File: config.mk
export PLATFORM = sky130hd
export DESIGN_NAME = rj_mul
export DESIGN_NICKNAME = d
export VERILOG_FILES = /design/src/hdl/rj_pkg.sv /design/src/hdl/rj_mul.sv
export SDC_FILE = /design/constraint.sdc
export NUM_CORES = 2
export LEC_CHECK = 0
export BUFFER_PORTS_ARGS = -buffer_cell sky130_fd_sc_hd__buf_2
export CAP_MARGIN = 40
export CORE_UTILIZATION = 35
export CTS_CLUSTER_DIAMETER = 50
export DETAILED_ROUTE_END_ITERATION = 6
export GPL_TIMING_DRIVEN = 0
export PLACE_DENSITY_LB_ADDON = 0.2
export SLEW_MARGIN = 20
export SYNTH_ARGS = -nofsm -noshare
export SYNTH_HDL_FRONTEND = slang
export SYNTH_SLANG_ARGS = --single-unit
File: constraint.sdc
create_clock -name clk -period 19.8 [get_ports clk]
set_clock_uncertainty 0.2 [all_clocks]
set_input_delay 2.97 -clock clk [delete_from_list [all_inputs] [get_ports clk]]
set_output_delay 2.97 -clock clk [all_outputs]
set_load 0.005 [all_outputs]
File: src/hdl/rj_pkg.sv
`timescale 1ns / 1ps
package rj_pkg;

  // Default datapath format: Q15.16 in a 32-bit word
  localparam int RJ_WORD_WIDTH = 32;
  localparam int RJ_FRAC_BITS  = 16;

  // Multiplier digit: bits of the second operand consumed per stage
  localparam int RJ_MUL_DIGIT = 8;

  // Reset value of the range-squared threshold
  localparam int RJ_MIN_RANGE_SQ_RST = 7;

  // Control that follows an item down the pipe
  typedef struct packed {
    logic vld;
    logic near_zero;
    logic neg_x;
    logic neg_y;
    logic neg_d;
  } rj_ctl_t;

endpackage

File: src/hdl/rj_mul.sv
`timescale 1ns / 1ps
module rj_mul import rj_pkg::*; #(
  parameter int AW  = 32,
  parameter int BW  = 32,
  parameter int DIG = RJ_MUL_DIGIT
) (
  input  logic             clk,
  input  logic [AW-1:0]    a_i,
  input  logic [BW-1:0]    b_i,
  output logic [AW+BW-1:0] p_o
);

  localparam int NS = (BW + DIG - 1) / DIG;
  localparam int BP = NS * DIG;
  localparam int PW = AW + BW;

  logic [PW-1:0] acc_r [NS];
  logic [AW-1:0] a_r   [NS-1];
  logic [BP-1:0] b_r   [NS-1];

  // One digit of b per stage: narrow partial product plus a wide accumulate
  for (genvar k = 0; k < NS; k++) begin : g_stage
    logic [AW-1:0]     a_in;
    logic [BP-1:0]     b_in;
    logic [PW-1:0]     acc_in;
    logic [AW+DIG-1:0] pp;
    logic [PW-1:0]     acc_nxt;

    if (k == 0) begin : g_first
      assign a_in   = a_i;
      assign b_in   = BP'(b_i);
      assign acc_in = '0;
    end else begin : g_next
      assign a_in   = a_r[k-1];
      assign b_in   = b_r[k-1];
      assign acc_in = acc_r[k-1];
    end

    assign pp      = (AW+DIG)'(a_in) * (AW+DIG)'(b_in[k*DIG +: DIG]);
    assign acc_nxt = acc_in + (PW'(pp) << (k * DIG));

    always_ff @(posedge clk) begin
      acc_r[k] <= acc_nxt;
    end

    if (k < NS - 1) begin : g_pass
      always_ff @(posedge clk) begin
        a_r[k] <= a_in;
        b_r[k] <= b_in;
      end
    end
  end

  assign p_o = acc_r[NS-1];

endmodule

==> qor.yml <==
grt_pass1_wl_microns: 187000
area_growth_pct: 10.84
setup_violations: 0
drv_slew: 0
synth_edf_count: 0
grt_max_degree: 17
syn-cell-area_sq_um: 43520
grt_overflow_total: 0
drt-initial-drc-count: 1298
vias: 31574
rr_startpoint: "b_r[0][93]"
yosys_warnings: 0
post_drt_wl_per_cell_microns: 18.03
antenna_found_initial: 3
synth_top_area_share_pct: 33.26
whs_path_depth: 0
crit_start: "b_r[0][93]"
cts_buffer_depth: 3
synth_area_per_cell_sq_um: 9.300
core_area_sq_um: 123500
slew_headroom_pct: 43.62
required_ns: 20.20
grt_setup_unrepaired: "no"
grt_pass1_vias: 33272
start_kind: "flop"
rows: 129
worst_hold_path_type: "reg -> reg"
fmax_mhz: 112.0
worst_ep_arrival_time_ns: 9.33
synth_ff_type: "dfxtp_1"
viasPerCell: 4.815
wl_microns: 118200
route.detailed.drc: 0
hold_viol: 0
clk_pin_slew_ns: 0.05
crit_path_end_kind: "flop"
min_from: "b_r[0][17]"
cp_slowest_cell: "a2bb2oi_1"
synth_most_common_cell: "fa_1"
cts_tree: "yes"
firstDrtPassIters: 6
syn_nets: 5822
fp.dieW_microns: 354.6
cts_buffers: 59
cts.repair.resized: 0
gp_congestion: 0.8694
yosys.cell_types.count: 82
fin_crit_sh_pct: 45.10
setup_tns_ns: 0
final_layout_size_suffix_gt1_share_pct: 5.570
hpwl_microns: 98740
initial_core_util_pct: 35.25
status: "completed"
synth_common_cells: "fa_1 (723), inv_1 (703), and2_1 (685), nand2_1 (484)"
async_reset_ff_share_pct: 0
nNetsFinal: 6011
clock-root-buffer: "clkbuf_16"
timing.critical_path.mode_cell: "fa_1"
worstSetupPathType: "reg -> reg"
cap_violations: 0
portBuffers: 128
pin_count: 129
ctsHoldBuffers: 0
netlist_instances: 4680
period_needed_ns: 8.930
worst_path_largest_cell_delay_ns: 0.63
synth.area.top_cells: "fa_1 (33%), dfxtp_1 (16%), ha_1 (10%)"
clock_latency_ns: 0.69
clock-sinks: 354
die_h_microns: 354.6
yosys.area.top_type: "fa_1"
ys_seq_elements: 354
r2r_cells: 29
yosysSeqAreaShare_pct: 16.28
worstPathMaxFanout: 10
htreeDepth: 2
fill_cells: 12568
grt_usage_pct: 19.05
dieArea_sq_um: 125800
worst_pin_slew_ns: 0.8457
postCtsSetupRepairBufs: 0
ant_nets: 0
[through the flow]
stage,util [%],worst slack [ns],cell area [sq um],instances,hold WS (ns)
finish,39.07,10.87,48240,6557,0.1227
global route,39.07,10.36,48240,6556,0.1274
CTS,39.07,10.76,48240,6556,0.1250
detailed placement,37.43,10.81,46210,6445,0.1121
global placement,37.43,10.74,46210,6445,0.1098
floorplan,-,11.95,43520,4680,0.1096
[placed cells by master (no fill, tap or decap), drive strengths merged, types with 103 or more instances in the layout]
cell / count
nor2: 131
buf: 136
a21oi: 242
o21ai: 103
clkbuf: 175
xnor2: 150
a21o: 122
fa: 723
and2: 686
inv: 725
ha: 354
nand2: 484
dfxtp: 354
[critical path: cells and delay by family (launching register included)]
kind	cells	cell delay, ns
AO/OA/AOI/OAI	12	3.26
flip-flops	1	0.54
adder cells (fa/ha/maj)	6	2.67
buffers and inverters	4	0.72
AND/OR/NAND/NOR	5	1.23
XOR/XNOR	2	0.24
[final timing paths]
check	slack, ns	to
worst max register to register	10.87	acc_r[3][62]
worst min register to register	0.12	b_r[0][49]
worst min-delay path	0.12	b_r[0][49]
worst max-delay path	10.87	acc_r[3][62]
[cell type report]
type,instances,area (sq um),area share (%)
plain buffers,116,445.4,0.9234
flip-flops and latches,354,7087,14.69
clock buffers,67,1567,3.247
repair buffers,128,640.6,1.328
multi-input cells,3506,33350,69.13
clock inverters,44,459.2,0.9519
diodes,1,2.502,0.005188
inverters,704,2643,5.478
well taps,1637,2048,4.246
[sequential cells by signal (all words and copies together) (netlist names)]
name	cells
a_r	96
acc_r	210
b_r	48
[cells by family (layout without fill, tap and decap cells)]
logic type / count (synthesis) / after routing / share of synthesized area (%)
AOI/OAI and AO/OA: 681 / 681 / 10.24
xor gates and xnor gates: 231 / 231 / 4.649
adders and majority gates: 1077 / 1077 / 43.43
buffers and inverters: 820 / 1059 / 7.095
DFF: 354 / 354 / 16.28
muxes: 5 / 5 / 0.1150
other: 0 / 1 / 0
and+or+nand+nor: 1512 / 1512 / 18.18
[per-layer routing]
metal	global-route usage [%]	share of wire (%)	up-vias	wire, microns
li1	-	-	15192	-
met1	25.66	46	15660	54950
met2	31.85	46	580	54880
met3	2.596	4.3	142	5055
met4	5.371	2.8	0	3326
met5	0	0	-	0
Power is not shown: default switching activity piles up to over one toggle a cycle in this logic, so the estimate is an artifact.
